[src/rtl/tsfmr_pkg.sv]
// ----------------------------------------------------------------------------
// tsfmr_pkg
// shared types and constants of the touch sample filter, map and rotate core
// ----------------------------------------------------------------------------
package tsfmr_pkg;

  localparam int ADC_BITS_DEF = 12;
  localparam int RAW_W        = 12;
  localparam int PRESS_W      = 13;
  localparam int ROT_W        = 2;
  localparam int COORD_W      = 13;
  localparam int CFG_DATA_W   = 13;
  localparam int CFG_IDX_W    = 3;

  // register indexes
  localparam logic [CFG_IDX_W-1:0] REG_MIN_PRESSURE  = 3'd0;
  localparam logic [CFG_IDX_W-1:0] REG_X_RAW_MIN     = 3'd1;
  localparam logic [CFG_IDX_W-1:0] REG_X_RAW_MAX     = 3'd2;
  localparam logic [CFG_IDX_W-1:0] REG_Y_RAW_MIN     = 3'd3;
  localparam logic [CFG_IDX_W-1:0] REG_Y_RAW_MAX     = 3'd4;
  localparam logic [CFG_IDX_W-1:0] REG_NATIVE_WIDTH  = 3'd5;
  localparam logic [CFG_IDX_W-1:0] REG_NATIVE_HEIGHT = 3'd6;
  localparam logic [CFG_IDX_W-1:0] REG_ROTATION      = 3'd7;

  // rotation codes
  localparam logic [ROT_W-1:0] ROT_NONE = 2'd0;
  localparam logic [ROT_W-1:0] ROT_90   = 2'd1;
  localparam logic [ROT_W-1:0] ROT_180  = 2'd2;
  localparam logic [ROT_W-1:0] ROT_270  = 2'd3;

  // reset values
  localparam logic [PRESS_W-1:0] MIN_PRESSURE_RST  = 13'd0;
  localparam logic [RAW_W-1:0]   RAW_MIN_RST       = 12'd0;
  localparam logic [RAW_W-1:0]   RAW_MAX_RST       = 12'd4095;
  localparam logic [RAW_W-1:0]   NATIVE_WIDTH_RST  = 12'd320;
  localparam logic [RAW_W-1:0]   NATIVE_HEIGHT_RST = 12'd240;

  typedef struct packed {
    logic [PRESS_W-1:0] min_pressure;
    logic [RAW_W-1:0]   x_raw_min;
    logic [RAW_W-1:0]   x_raw_max;
    logic [RAW_W-1:0]   y_raw_min;
    logic [RAW_W-1:0]   y_raw_max;
    logic [RAW_W-1:0]   native_width;
    logic [RAW_W-1:0]   native_height;
    logic [ROT_W-1:0]   rotation;
  } cfg_t;

  // divider status seen by the sequencer
  typedef struct packed {
    logic busy;
    logic done;
  } div_stat_t;

endpackage

[src/rtl/touch_sample_filter_map_rotate_core.sv]
// ----------------------------------------------------------------------------
// touch_sample_filter_map_rotate_core
// resistive touch sample filter, calibration map and quarter-turn rotation
// ----------------------------------------------------------------------------
// usage
//   in_* channel: one sample set per transfer (pen level, z1/z2, three x and
//   three y conversions). out_* channel: one result per sample set with the
//   touched flag, rotated coordinates (-1 when not touched) and the flag of
//   the preceding sample. both channels are valid/ready.
//   cfg_* port: write enable, register index and data; write only while idle.
// throughput
//   one sample set at a time; in_ready is high only while the sequencer idles.
//   a touched sample walks each axis through one shared restoring divider of
//   NUM_W = max(ADC_BITS,12)+12 steps, unless that axis has a zero-width raw
//   range. an untouched sample skips the mapping and goes straight to output.
// reset
//   synchronous active-low reset loads the register defaults, clears the
//   previous-touch flag and drops out_valid.
// stall
//   a finished result sits in the output register; the next sample may be
//   accepted meanwhile, and its result waits until the held one transfers.
// ----------------------------------------------------------------------------
module touch_sample_filter_map_rotate_core #(
  parameter int ADC_BITS = tsfmr_pkg::ADC_BITS_DEF
) (
  input  logic                                clk,
  input  logic                                rst_n,
  // configuration port
  input  logic                                cfg_we,
  input  logic [tsfmr_pkg::CFG_IDX_W-1:0]     cfg_index,
  input  logic [tsfmr_pkg::CFG_DATA_W-1:0]    cfg_data,
  // sample input channel
  input  logic                                in_valid,
  output logic                                in_ready,
  input  logic                                in_pen_released,
  input  logic [ADC_BITS-1:0]                 in_pressure_first,
  input  logic [ADC_BITS-1:0]                 in_pressure_second,
  input  logic [ADC_BITS-1:0]                 in_x_sample_a,
  input  logic [ADC_BITS-1:0]                 in_x_sample_b,
  input  logic [ADC_BITS-1:0]                 in_x_sample_c,
  input  logic [ADC_BITS-1:0]                 in_y_sample_a,
  input  logic [ADC_BITS-1:0]                 in_y_sample_b,
  input  logic [ADC_BITS-1:0]                 in_y_sample_c,
  // result channel
  output logic                                out_valid,
  input  logic                                out_ready,
  output logic                                out_touched,
  output logic signed [tsfmr_pkg::COORD_W-1:0] out_pos_x,
  output logic signed [tsfmr_pkg::COORD_W-1:0] out_pos_y,
  output logic                                out_was_touched
);
  import tsfmr_pkg::*;

  // magnitude width of a raw value, of the product and of the pressure sum
  localparam int MAG_W = (ADC_BITS > RAW_W) ? ADC_BITS : RAW_W;
  localparam int NUM_W = MAG_W + RAW_W;
  localparam int PW    = ((ADC_BITS + 1) > PRESS_W) ? (ADC_BITS + 1) : PRESS_W;
  localparam logic [PW-1:0] ADC_MAX_P = PW'((1 << ADC_BITS) - 1);

  // sequencer states
  localparam logic [2:0] ST_IDLE  = 3'd0;
  localparam logic [2:0] ST_MEAN  = 3'd1;
  localparam logic [2:0] ST_MUL   = 3'd2;
  localparam logic [2:0] ST_START = 3'd3;
  localparam logic [2:0] ST_DIV   = 3'd4;
  localparam logic [2:0] ST_FIX   = 3'd5;
  localparam logic [2:0] ST_ROT   = 3'd6;

  // mean of the two closest readings, ties prefer (a,b) then (a,c)
  function automatic logic [ADC_BITS-1:0] pair_mean(
    input logic [ADC_BITS-1:0] a,
    input logic [ADC_BITS-1:0] b,
    input logic [ADC_BITS-1:0] c
  );
    logic [ADC_BITS-1:0] dab;
    logic [ADC_BITS-1:0] dac;
    logic [ADC_BITS-1:0] dbc;
    logic [ADC_BITS:0]   sum;
    dab = (a > b) ? a - b : b - a;
    dac = (a > c) ? a - c : c - a;
    dbc = (b > c) ? b - c : c - b;
    if (dab <= dac && dab <= dbc) begin
      sum = {1'b0, a} + {1'b0, b};
    end else if (dac <= dbc) begin
      sum = {1'b0, a} + {1'b0, c};
    end else begin
      sum = {1'b0, b} + {1'b0, c};
    end
    return sum[ADC_BITS:1];
  endfunction

  cfg_t cfg_r;

  logic [2:0]          state_r;
  logic [2:0]          state_nxt;
  logic                axis_r;          // 0 while x is worked, 1 for y
  logic                hit_r;
  logic                last_touched_r;
  logic                was_r;

  logic [ADC_BITS-1:0] xa_r, xb_r, xc_r, ya_r, yb_r, yc_r;

  // per-axis working registers
  logic [MAG_W-1:0]    diff_mag_r;
  logic                diff_neg_r;
  logic [RAW_W-1:0]    den_mag_r;
  logic                den_neg_r;
  logic [RAW_W-1:0]    last_mag_r;
  logic                last_neg_r;
  logic [RAW_W-1:0]    last_pos_r;
  logic [NUM_W-1:0]    prod_r;
  logic                prod_neg_r;

  logic signed [COORD_W-1:0] nx_r, ny_r;

  logic                out_valid_r;
  logic                out_touched_r;
  logic                out_was_r;
  logic signed [COORD_W-1:0] out_x_r, out_y_r;

  // combinational helpers
  logic                in_xfer;
  logic                out_load;
  logic [PW-1:0]       pressure;
  logic                hit_now;
  logic [ADC_BITS-1:0] mean_v;
  logic [RAW_W-1:0]    lo_sel, hi_sel, size_sel;
  logic [MAG_W:0]      diff_s;
  logic [RAW_W:0]      den_s;
  logic [COORD_W-1:0]  last_s;
  logic [NUM_W-1:0]    div_quo;
  div_stat_t           div_stat;
  logic                q_neg;
  logic signed [COORD_W-1:0] nat_v;
  logic signed [COORD_W-1:0] wl, hl;
  logic signed [COORD_W-1:0] rot_x, rot_y;

  assign in_ready = (state_r == ST_IDLE);
  assign in_xfer  = in_valid && in_ready;
  assign out_load = (state_r == ST_ROT) && (!out_valid_r || out_ready);

  // pressure is z1 + full scale - z2, never negative
  assign pressure = PW'(in_pressure_first) + ADC_MAX_P - PW'(in_pressure_second);
  assign hit_now  = !in_pen_released && (pressure >= PW'(cfg_r.min_pressure));

  // axis selection for the shared datapath
  always_comb begin
    if (axis_r) begin
      mean_v   = pair_mean(ya_r, yb_r, yc_r);
      lo_sel   = cfg_r.y_raw_min;
      hi_sel   = cfg_r.y_raw_max;
      size_sel = cfg_r.native_height;
    end else begin
      mean_v   = pair_mean(xa_r, xb_r, xc_r);
      lo_sel   = cfg_r.x_raw_min;
      hi_sel   = cfg_r.x_raw_max;
      size_sel = cfg_r.native_width;
    end
  end

  assign diff_s = (MAG_W + 1)'(mean_v) - (MAG_W + 1)'(lo_sel);
  assign den_s  = {1'b0, hi_sel} - {1'b0, lo_sel};
  assign last_s = {1'b0, size_sel} - 1'b1;

  tsfmr_div #(
    .NUM_W (NUM_W)
  ) u_div (
    .clk   (clk),
    .rst_n (rst_n),
    .start (state_r == ST_START),
    .num   (prod_r),
    .den   (den_mag_r),
    .quo   (div_quo),
    .stat  (div_stat)
  );

  // truncated quotient sign, then clamp into the axis range
  assign q_neg = (prod_neg_r ^ den_neg_r) && (div_quo != '0);

  always_comb begin
    if (last_neg_r) begin
      // zero panel size: range is -1..0
      nat_v = q_neg ? -COORD_W'(1) : '0;
    end else if (q_neg) begin
      nat_v = '0;
    end else if (div_quo > NUM_W'(last_pos_r)) begin
      nat_v = COORD_W'(last_pos_r);
    end else begin
      nat_v = COORD_W'(div_quo);
    end
  end

  // quarter-turn rotation, wrapped to the coordinate width
  assign wl = COORD_W'({1'b0, cfg_r.native_width}) - 1'b1;
  assign hl = COORD_W'({1'b0, cfg_r.native_height}) - 1'b1;

  always_comb begin
    case (cfg_r.rotation)
      ROT_NONE: begin
        rot_x = nx_r;
        rot_y = ny_r;
      end
      ROT_90: begin
        rot_x = hl - ny_r;
        rot_y = nx_r;
      end
      ROT_180: begin
        rot_x = wl - nx_r;
        rot_y = hl - ny_r;
      end
      default: begin
        rot_x = ny_r;
        rot_y = wl - nx_r;
      end
    endcase
  end

  // sequencer
  always_comb begin
    state_nxt = state_r;
    unique case (state_r)
      ST_IDLE:  if (in_xfer) state_nxt = hit_now ? ST_MEAN : ST_ROT;
      ST_MEAN: begin
        if (den_s == '0) state_nxt = axis_r ? ST_ROT : ST_MEAN;
        else             state_nxt = ST_MUL;
      end
      ST_MUL:   state_nxt = ST_START;
      ST_START: state_nxt = ST_DIV;
      ST_DIV:   if (div_stat.done) state_nxt = ST_FIX;
      ST_FIX:   state_nxt = axis_r ? ST_ROT : ST_MEAN;
      ST_ROT:   if (out_load) state_nxt = ST_IDLE;
      default:  state_nxt = ST_IDLE;
    endcase
  end

  always_ff @(posedge clk) begin
    if (!rst_n) begin
      state_r        <= ST_IDLE;
      axis_r         <= 1'b0;
      hit_r          <= 1'b0;
      last_touched_r <= 1'b0;
      was_r          <= 1'b0;
      out_valid_r    <= 1'b0;
    end else begin
      state_r <= state_nxt;
      if (in_xfer) begin
        axis_r         <= 1'b0;
        hit_r          <= hit_now;
        was_r          <= last_touched_r;
        last_touched_r <= hit_now;
      end
      if ((state_r == ST_MEAN && den_s == '0) || state_r == ST_FIX) begin
        axis_r <= 1'b1;
      end
      if (out_load) begin
        out_valid_r <= 1'b1;
      end else if (out_ready) begin
        out_valid_r <= 1'b0;
      end
    end
  end

  // configuration registers
  always_ff @(posedge clk) begin
    if (!rst_n) begin
      cfg_r.min_pressure  <= MIN_PRESSURE_RST;
      cfg_r.x_raw_min     <= RAW_MIN_RST;
      cfg_r.x_raw_max     <= RAW_MAX_RST;
      cfg_r.y_raw_min     <= RAW_MIN_RST;
      cfg_r.y_raw_max     <= RAW_MAX_RST;
      cfg_r.native_width  <= NATIVE_WIDTH_RST;
      cfg_r.native_height <= NATIVE_HEIGHT_RST;
      cfg_r.rotation      <= ROT_NONE;
    end else if (cfg_we) begin
      unique case (cfg_index)
        REG_MIN_PRESSURE:  cfg_r.min_pressure  <= cfg_data[PRESS_W-1:0];
        REG_X_RAW_MIN:     cfg_r.x_raw_min     <= cfg_data[RAW_W-1:0];
        REG_X_RAW_MAX:     cfg_r.x_raw_max     <= cfg_data[RAW_W-1:0];
        REG_Y_RAW_MIN:     cfg_r.y_raw_min     <= cfg_data[RAW_W-1:0];
        REG_Y_RAW_MAX:     cfg_r.y_raw_max     <= cfg_data[RAW_W-1:0];
        REG_NATIVE_WIDTH:  cfg_r.native_width  <= cfg_data[RAW_W-1:0];
        REG_NATIVE_HEIGHT: cfg_r.native_height <= cfg_data[RAW_W-1:0];
        REG_ROTATION:      cfg_r.rotation      <= cfg_data[ROT_W-1:0];
        default: ;
      endcase
    end
  end

  // datapath registers
  always_ff @(posedge clk) begin
    if (in_xfer) begin
      xa_r <= in_x_sample_a;
      xb_r <= in_x_sample_b;
      xc_r <= in_x_sample_c;
      ya_r <= in_y_sample_a;
      yb_r <= in_y_sample_b;
      yc_r <= in_y_sample_c;
    end
    if (state_r == ST_MEAN) begin
      diff_neg_r <= diff_s[MAG_W];
      diff_mag_r <= diff_s[MAG_W] ? MAG_W'(-diff_s) : diff_s[MAG_W-1:0];
      den_neg_r  <= den_s[RAW_W];
      den_mag_r  <= den_s[RAW_W] ? RAW_W'(-den_s) : den_s[RAW_W-1:0];
      last_neg_r <= last_s[COORD_W-1];
      last_mag_r <= last_s[COORD_W-1] ? RAW_W'(1) : last_s[RAW_W-1:0];
      last_pos_r <= last_s[RAW_W-1:0];
      if (den_s == '0) begin
        // zero-width raw range maps to column or row zero
        if (axis_r) ny_r <= '0;
        else        nx_r <= '0;
      end
    end
    if (state_r == ST_MUL) begin
      prod_r     <= NUM_W'(diff_mag_r) * NUM_W'(last_mag_r);
      prod_neg_r <= diff_neg_r ^ last_neg_r;
    end
    if (state_r == ST_FIX) begin
      if (axis_r) ny_r <= nat_v;
      else        nx_r <= nat_v;
    end
    if (out_load) begin
      out_touched_r <= hit_r;
      out_was_r     <= was_r;
      out_x_r       <= hit_r ? rot_x : -COORD_W'(1);
      out_y_r       <= hit_r ? rot_y : -COORD_W'(1);
    end
  end

  assign out_valid       = out_valid_r;
  assign out_touched     = out_touched_r;
  assign out_was_touched = out_was_r;
  assign out_pos_x       = out_x_r;
  assign out_pos_y       = out_y_r;

endmodule

[src/rtl/tsfmr_div.sv]
// ----------------------------------------------------------------------------
// tsfmr_div
// restoring divider, one quotient bit per cycle, shared by both axes
// ----------------------------------------------------------------------------
module tsfmr_div #(
  parameter int NUM_W = 24
) (
  input  logic                       clk,
  input  logic                       rst_n,
  input  logic                       start,
  input  logic [NUM_W-1:0]           num,
  input  logic [tsfmr_pkg::RAW_W-1:0] den,
  output logic [NUM_W-1:0]           quo,
  output tsfmr_pkg::div_stat_t       stat
);
  import tsfmr_pkg::*;

  localparam int CNT_W = $clog2(NUM_W + 1);

  logic [RAW_W-1:0] rem_r;
  logic [NUM_W-1:0] quo_r;
  logic [CNT_W-1:0] cnt_r;
  logic             busy_r;
  logic             done_r;

  logic [RAW_W:0]   trial;
  logic [RAW_W:0]   trial_sub;
  logic             trial_ge;

  assign trial     = {rem_r, quo_r[NUM_W-1]};
  assign trial_ge  = trial >= {1'b0, den};
  assign trial_sub = trial - {1'b0, den};

  always_ff @(posedge clk) begin
    if (!rst_n) begin
      busy_r <= 1'b0;
      done_r <= 1'b0;
      cnt_r  <= '0;
    end else begin
      done_r <= 1'b0;
      if (start) begin
        busy_r <= 1'b1;
        cnt_r  <= CNT_W'(NUM_W);
      end else if (busy_r) begin
        cnt_r <= cnt_r - 1'b1;
        if (cnt_r == CNT_W'(1)) begin
          busy_r <= 1'b0;
          done_r <= 1'b1;
        end
      end
    end
  end

  // datapath, no reset needed
  always_ff @(posedge clk) begin
    if (start) begin
      rem_r <= '0;
      quo_r <= num;
    end else if (busy_r) begin
      rem_r <= trial_ge ? trial_sub[RAW_W-1:0] : trial[RAW_W-1:0];
      quo_r <= {quo_r[NUM_W-2:0], trial_ge};
    end
  end

  assign quo       = quo_r;
  assign stat.busy = busy_r;
  assign stat.done = done_r;

endmodule

[config.mk]
export PLATFORM = sky130hd
export DESIGN_NAME = touch_sample_filter_map_rotate_core
export DESIGN_NICKNAME = d
export VERILOG_FILES = /design/src/rtl/tsfmr_pkg.sv /design/src/rtl/touch_sample_filter_map_rotate_core.sv /design/src/rtl/tsfmr_div.sv
export SDC_FILE = /design/constraint.sdc
export NUM_CORES = 2
export LEC_CHECK = 0
export BUFFER_PORTS_ARGS = -buffer_cell sky130_fd_sc_hd__buf_2
export CAP_MARGIN = 0
export CORE_ASPECT_RATIO = 0.6
export CORE_UTILIZATION = 55
export DETAILED_ROUTE_END_ITERATION = 10
export PLACE_DENSITY = 0.75
export SLEW_MARGIN = 20
export SYNTH_ARGS = -nofsm -noshare
export SYNTH_HDL_FRONTEND = slang
export SYNTH_SLANG_ARGS = --single-unit
[constraint.sdc]
create_clock -name clk -period 8.6 [get_ports clk]
set_input_delay 0.86 -clock clk [delete_from_list [all_inputs] [get_ports clk]]
set_output_delay 0.86 -clock clk [all_outputs]
set_load 0.01 [all_outputs]
-- Word-level counts from Yosys, hierarchy flattened
Cells that the tools add are included.
- bits of input ports: 118
- logic and storage cells: 192
- bits in registers: 339
- magnitude comparators: 15
- bitwise logic cells: 4
- muxes and demuxes: 52
- eq/ne operators: 19
- multiply operators: 1
- reductions and logical operators: 30
- add/sub/neg operators: 31
- operators with widths (kind ; number):
    13-bit two-way mux ; 18
    12-bit two-way mux ; 13
    12-bit subtractor ; 13
    12-bit by 12-bit adder with 13-bit output ; 6
    13-bit case mux with 3 select lines ; 2
    12-bit greater-than comparator ; 6
    12-bit <= comparator ; 6
    24-bit two-way mux ; 2
    12-bit by 1-bit subtractor with 13-bit output (second input constant) ; 3
    12-bit by 12-bit subtractor with 13-bit output ; 2
    13-bit subtractor ; 2
    24-bit by 12-bit greater-than comparator with 1-bit output ; 1
    12-bit by 12-bit multiplier with 24-bit output ; 1
    12-bit negator ; 2
    24-bit nonzero test ; 1
    3-bit == test (second input constant) ; 7
    3-bit case mux with 7 select lines ; 1
    3-bit two-way mux ; 6
    2-bit AND reduction ; 8
    12-bit by 12-bit adder with 13-bit output (second input constant) ; 1
    13-bit by 12-bit greater-or-equal comparator with 1-bit output ; 1
    13-bit greater-or-equal comparator ; 1
    13-bit zero test ; 1
    13-bit by 12-bit subtractor with 13-bit output ; 1
    other kinds (21) ; 47

-- Logic depth before layout (Yosys ltp)
- depth after elaboration: 9
- depth in mapped cells: 47

-- Hierarchy
A second synthesis with hierarchy kept.
- cell total of the unflattened synthesis: 3514
- area, all modules: 32311.0 um2
- modules (own cells, without submodules) (module ; area an instance (um2) ; seq. area each (um2) ; cells an instance ; instances):
    touch_sample_filter_map_rotate_core ; 29872.4 ; 7947.6 ; 3290 ; 1
    tsfmr_div ; 2438.6 ; 1101.1 ; 224 ; 1

-- Worst setup path after synthesis
Ideal clock, no wire load.
- path kind: reg2reg
- start: register xc_r[1]
- end: register diff_mag_r[10] (data pin)
- setup time: 0.263 ns
- buffers on the path: 2
- cell stages (with the launch flop): 43
- arrival: 8.229 ns
- path slack: 0.107 ns
- cell sequence: edfxtp_1 inv_1 fa_1 a21oi_1 o21bai_1 a221o_2 o2bb2ai_4 mux2_1 o21ai_0 or4b_1 a31oi_1 o21ai_1 nand2_1 xnor2_1 ha_1 and4_1 nand4_1 a21oi_1 [7 not listed] a221o_1 a31oi_1 nor2b_1 o21a_1 or3_1 a21oi_1 a21oi_1 nor2_1 a21oi_1 ha_1 a21oi_1 o21ai_1 a21o_1 a21o_1 a31o_2 clkbuf_1 a31o_2 xor2_1
- cells in the longest elaborated chain, start to end: 9
- elaborated cells on any way between the ends: 20
- classes of those cells: 8 x add/sub; 5 x order compare; 6 x mux; 1 x reduce/logical
- RTL lines (what ; line ; RTL):
    start, declared ; touch_sample_filter_map_rotate_core.sv:101 ; logic [ADC_BITS-1:0] xa_r, xb_r, xc_r, ya_r, yb_r, yc_r;
    start signal, assigned ; touch_sample_filter_map_rotate_core.sv:294 ; xc_r <= in_x_sample_c;
    12-bit subtractor, or another cell as far along ; touch_sample_filter_map_rotate_core.sv:80 ; dac = (a > c) ? a - c : c - a;
    12-bit two-way mux, on equally long branches ; touch_sample_filter_map_rotate_core.sv:80, touch_sample_filter_map_rotate_core.sv:81 ;
    12-bit <= comparator, on equally long branches ; touch_sample_filter_map_rotate_core.sv:84, touch_sample_filter_map_rotate_core.sv:82 ;
    13-bit two-way mux or 1-bit logical AND (tied branches) ; touch_sample_filter_map_rotate_core.sv:84, touch_sample_filter_map_rotate_core.sv:82 ;
    13-bit two-way mux * ; touch_sample_filter_map_rotate_core.sv:82 ; if (dab <= dac && dab <= dbc) begin
    12-bit two-way mux * ; touch_sample_filter_map_rotate_core.sv:148 ; if (axis_r) begin
    12-bit by 12-bit subtractor with 13-bit output * ; touch_sample_filter_map_rotate_core.sv:161 ; assign diff_s = (MAG_W + 1)'(mean_v) - (MAG_W + 1)'(lo_sel);
    12-bit negator ; touch_sample_filter_map_rotate_core.sv:301 ; diff_mag_r <= diff_s[MAG_W] ? MAG_W'(-diff_s) : diff_s[MAG_W-1:0];
    12-bit two-way mux * ; touch_sample_filter_map_rotate_core.sv:301 ;
    end signal, assigned ; touch_sample_filter_map_rotate_core.sv:301 ;
    end, declared ; touch_sample_filter_map_rotate_core.sv:104 ; logic [MAG_W-1:0] diff_mag_r;
Mark *: on every way between the ends. The rest lies on a longest branch, timed or not.
A chain may end at the register's enable or synchronous reset.

-- Final worst setup path
- start: register ya_r[0]
- end: register diff_mag_r[10] (data pin)
- cells in the longest elaborated chain, start to end: 9
- elaborated cells on any way between the ends: 20
- classes of those cells: 8 x add/sub; 5 x order compare; 6 x mux; 1 x reduce/logical
- RTL lines (what ; line ; RTL):
    start, declared ; touch_sample_filter_map_rotate_core.sv:101 ;
    start signal, assigned ; touch_sample_filter_map_rotate_core.sv:295 ; ya_r <= in_y_sample_a;
    12-bit subtractor, or another cell as far along ; touch_sample_filter_map_rotate_core.sv:80 ;
    12-bit two-way mux, on equally long branches ; touch_sample_filter_map_rotate_core.sv:80, touch_sample_filter_map_rotate_core.sv:79 ;
    12-bit <= comparator, on equally long branches ; touch_sample_filter_map_rotate_core.sv:84, touch_sample_filter_map_rotate_core.sv:82 ;
    13-bit two-way mux or 1-bit logical AND (tied branches) ; touch_sample_filter_map_rotate_core.sv:84, touch_sample_filter_map_rotate_core.sv:82 ;
    13-bit two-way mux * ; touch_sample_filter_map_rotate_core.sv:82 ;
    12-bit two-way mux * ; touch_sample_filter_map_rotate_core.sv:148 ;
    12-bit by 12-bit subtractor with 13-bit output * ; touch_sample_filter_map_rotate_core.sv:161 ;
    12-bit negator ; touch_sample_filter_map_rotate_core.sv:301 ;
    12-bit two-way mux * ; touch_sample_filter_map_rotate_core.sv:301 ;
Marked as above.

==> summary.txt <==
====================================================================================================
Run status                                                                              finished, final reports clean
Row Count                                                                                         68
CTS sink count                                                                                   339
Post-DP HPWL                                                                                72200 um
Number of different library cells in the post-synthesis netlist                                   86
Number of remaining DRC errors                                                                     0
Area of the die                                                                         0.0597 sq mm
Die Y                                                                                         190 um
Synthesized-area fraction occupied by adder cells                                              0.239
Ys Warns                                                                                           0
Antenna Nets Post-Route                                                                            0
Most instantiated library cell after synthesis                                               nand2_1
Overflow left after global routing                                                                 0
Area added between synthesis and finish                                                        11.9%
Flops & latches, synth                                                                           339
Layout net count                                                                                4402
Average wire per standard cell                                                               20.2 um
Mux cell area share after synthesis                                                           0.0600
Area share of xor/xnor cells in the synthesized design                                        0.0532
Critical Path Most Common Cell                                                                  ha_1
Detailed router's first-iteration violation count                                               3188
Number of vias per cell after detailed routing                                                  5.97
Post-synth top cells                                                                    472 x nand2_1, 422 x ha_1, 391 x inv_1
Setup repair after global routing missed its margin                                              yes
Combinational family with the most area after synthesis                                  adder cells
Async set-or-reset flop fraction in the synthesized netlist                                        0
Fraction of the mapped netlist area in compound gates                                          0.153
Final period util                                                                              0.980
Largest fanout on the critical path                                                                8
Delay of the slowest cell on the worst path                                                  0.52 ns
Sequential share of the synthesized area                                                       0.280
Vias after detailed routing                                                                    27.1k
Synthesized instance count                                                                      3546
Count of final setup violators                                                                     0
CTS H-tree depth                                                                                   2
Aggregate global-route resource usage                                                          0.304
Standard cell with the maximum stage delay on the critical path                             o311ai_0
Global-route wire length before repair                                                     142000 um
Final weighted congestion in routability-driven placement                                      0.991
Core ar.                                                                                0.0577 sq mm
Synthesized net count                                                                           4208
Buffers from clock root to sink, at most                                                           3
Fraction of post-synthesis cell area in the top cell type by area                              0.210
Worst Clk Skew                                                                             0.0354 ns
Buffer cell driving the clock tree root                                                    clkbuf_16
WP data arrival                                                                              8.77 ns
Number of enable-type register cells in the synthesized netlist                                  226
Slew at the pin with the worst max-slew slack                                                1.07 ns
Clock tree from TritonCTS                                                                       done
Final hold violations                                                                              0
Clock-pin slew reported for the worst setup and hold paths after clock tree synthesis        0.09 ns
Starting density of the core                                                                   0.559
Main synth FF type                                                                          edfxtp_1
Reported max-cap violation count                                                                   0
Layout cells sized above 1                                                                     0.135
HP Class                                                                                input pin to flop
Utilization after layout                                                                       0.626
Number of buffers inserted during clock tree synthesis                                            35
Fraction of the mapped netlist area in simple logic gates                                      0.151
Post-synth design cell area                                                             0.0323 sq mm
Sort of element at the end of the critical path                                                 flop
# fillers                                                                                       4815
Achievable frequency                                                                         119 MHz
Top post-synthesis cells by area                                                        edfxtp_1 21%, ha_1 16%, fa_1 7.6%
Drt total wl                                                                                91600 um
Post-Syn Area per Cell                                                                    9.10 sq um
Slew Limit Headroom                                                                            0.288
Largest net degree at the start of global routing                                                 99
Horizontal extent of the die                                                                  315 um
IO buf count                                                                                     147
I/O pin count                                                                                    148
Final period demand of the worst path                                                        8.43 ns
Number of global-route vias before repair                                                      25.2k
Router iterations before antenna repair                                                            5
WP data required                                                                             8.94 ns
Critical Setup Path Class                                                               flop to flop
Sort of element at the start of the critical path                                               flop
Library cell occupying the most area in the post-synthesis netlist                          edfxtp_1
Worst-Skew Late Latency                                                                      0.60 ns
Number of max-slew violations in the final report                                                  0
Number of antenna violations at the first check in global routing                                  2
====================================================================================================
[metal layers]
metal	part of all wire	GRT usage	wire, um	vias to the layer above
met5	0.00014	0	13	-
met4	0.019	0.0663	1740	2
met3	0.12	0.0753	11300	102
met2	0.38	0.399	35000	1342
met1	0.48	0.486	43600	12900
li1	-	-	-	12700
[critical path: cells and delay by family (launching register included)]
family,cells,cell delay (ns)
compound gates,17,4.04
xor+xnor,2,0.30
fa+ha+maj,5,1.28
buf+inv,4,0.47
flops,1,0.39
mux,3,1.03
simple gates,5,0.66
[cell families after synthesis]
family,after synthesis
buffers and inverters,530
adder cells (fa/ha/maj),544
flip-flops,339
XOR/XNOR,196
multiplexers,161
AO/OA/AOI/OAI,731
AND/OR/NAND/NOR,1045
[cell usage in the layout (no fill, tap or decap), drive strengths merged, types with 13 or more instances in the layout]
cell,synthesis,layout
mux4,22,22
nand2b,53,53
nor3,56,56
and2,65,65
nand4,42,42
o21bai,46,46
buf,30,293
o21a,22,22
o211ai,14,14
xor2,58,58
nand2,473,473
a31oi,24,24
nor4,13,13
a211oi,18,18
or3,15,15
a21oi,192,192
nor2,155,155
mux2i,101,101
inv,393,392
o221ai,26,26
a21boi,74,74
edfxtp,226,226
clkbuf,107,50
xnor2,138,138
mux2,38,38
o21ai,142,142
ha,422,422
nor2b,59,59
dfxtp,113,113
nand3,66,66
fa,122,122
a21o,80,80
[final timing paths]
check / end / cells after the start / slack [ns] / startpoint
worst min register to register: cfg_r[62]$_SDFFE_PN0P_ / 2 / 0.46 / cfg_r[62]$_SDFFE_PN0P_
worst min-delay path: yc_r[8]$_DFFE_PP_ / 1 / 0.43 / in_y_sample_c[8]
worst max-delay path: diff_mag_r[10]$_DFFE_PP_ / 36 / 0.17 / ya_r[0]$_DFFE_PP_
worst max register to register: diff_mag_r[10]$_DFFE_PP_ / 36 / 0.17 / ya_r[0]$_DFFE_PP_
[state kept, by name (all words and copies together), names as in the netlist, 3 cells and up, named ones only]
| signal | count |
|---|---|
| cfg_r | 87 |
| den_mag_r | 12 |
| diff_mag_r | 12 |
| last_mag_r | 12 |
| last_pos_r | 12 |
| out_pos_x | 13 |
| out_pos_y | 13 |
| prod_r | 24 |
| state_r | 3 |
| u_div.cnt_r | 5 |
| u_div.quo | 24 |
| u_div.rem_r | 12 |
| xa_r | 12 |
| xb_r | 12 |
| xc_r | 12 |
| ya_r | 12 |
| yb_r | 12 |
| yc_r | 12 |
[area by class of cell]
cell class | count | area [sq um] | share of cell area
tap | 770 | 963 | 0.0267
sequential | 339 | 9050 | 0.251
timing repair buffer | 294 | 1880 | 0.0522
multi-input combinational | 2677 | 21600 | 0.597
clock inverter | 15 | 191 | 0.00530
clock buffer | 49 | 958 | 0.0266
antenna | 1 | 2.50 | 0.0000693
inverter | 393 | 1480 | 0.0410
[stage by stage]
step                std cells  setup TNS [ns]  area, sq um  setup WS, ns  hold WS [ns]
finish                   4538               0        36100         0.173         0.430
global route             4537          -0.665        36100        -0.118         0.424
CTS                      4517               0        35600        0.0190         0.410
detailed placement       4452           -1.11        34400        -0.196         0.450
global placement         4452               0        34400        0.0725         0.445
floorplan                3546               0        32300         0.107         0.408
[what timing repair did]
item,4_1_cts,5_1_grt
setup endpoints to repair,11,12
hold buffers,0,0
buffers inserted,1,19
cloned,0,1
pin swaps,4,56
resized for setup,3,88
Power is not shown: default switching activity piles up to over one toggle a cycle in this logic, so the estimate is an artifact.
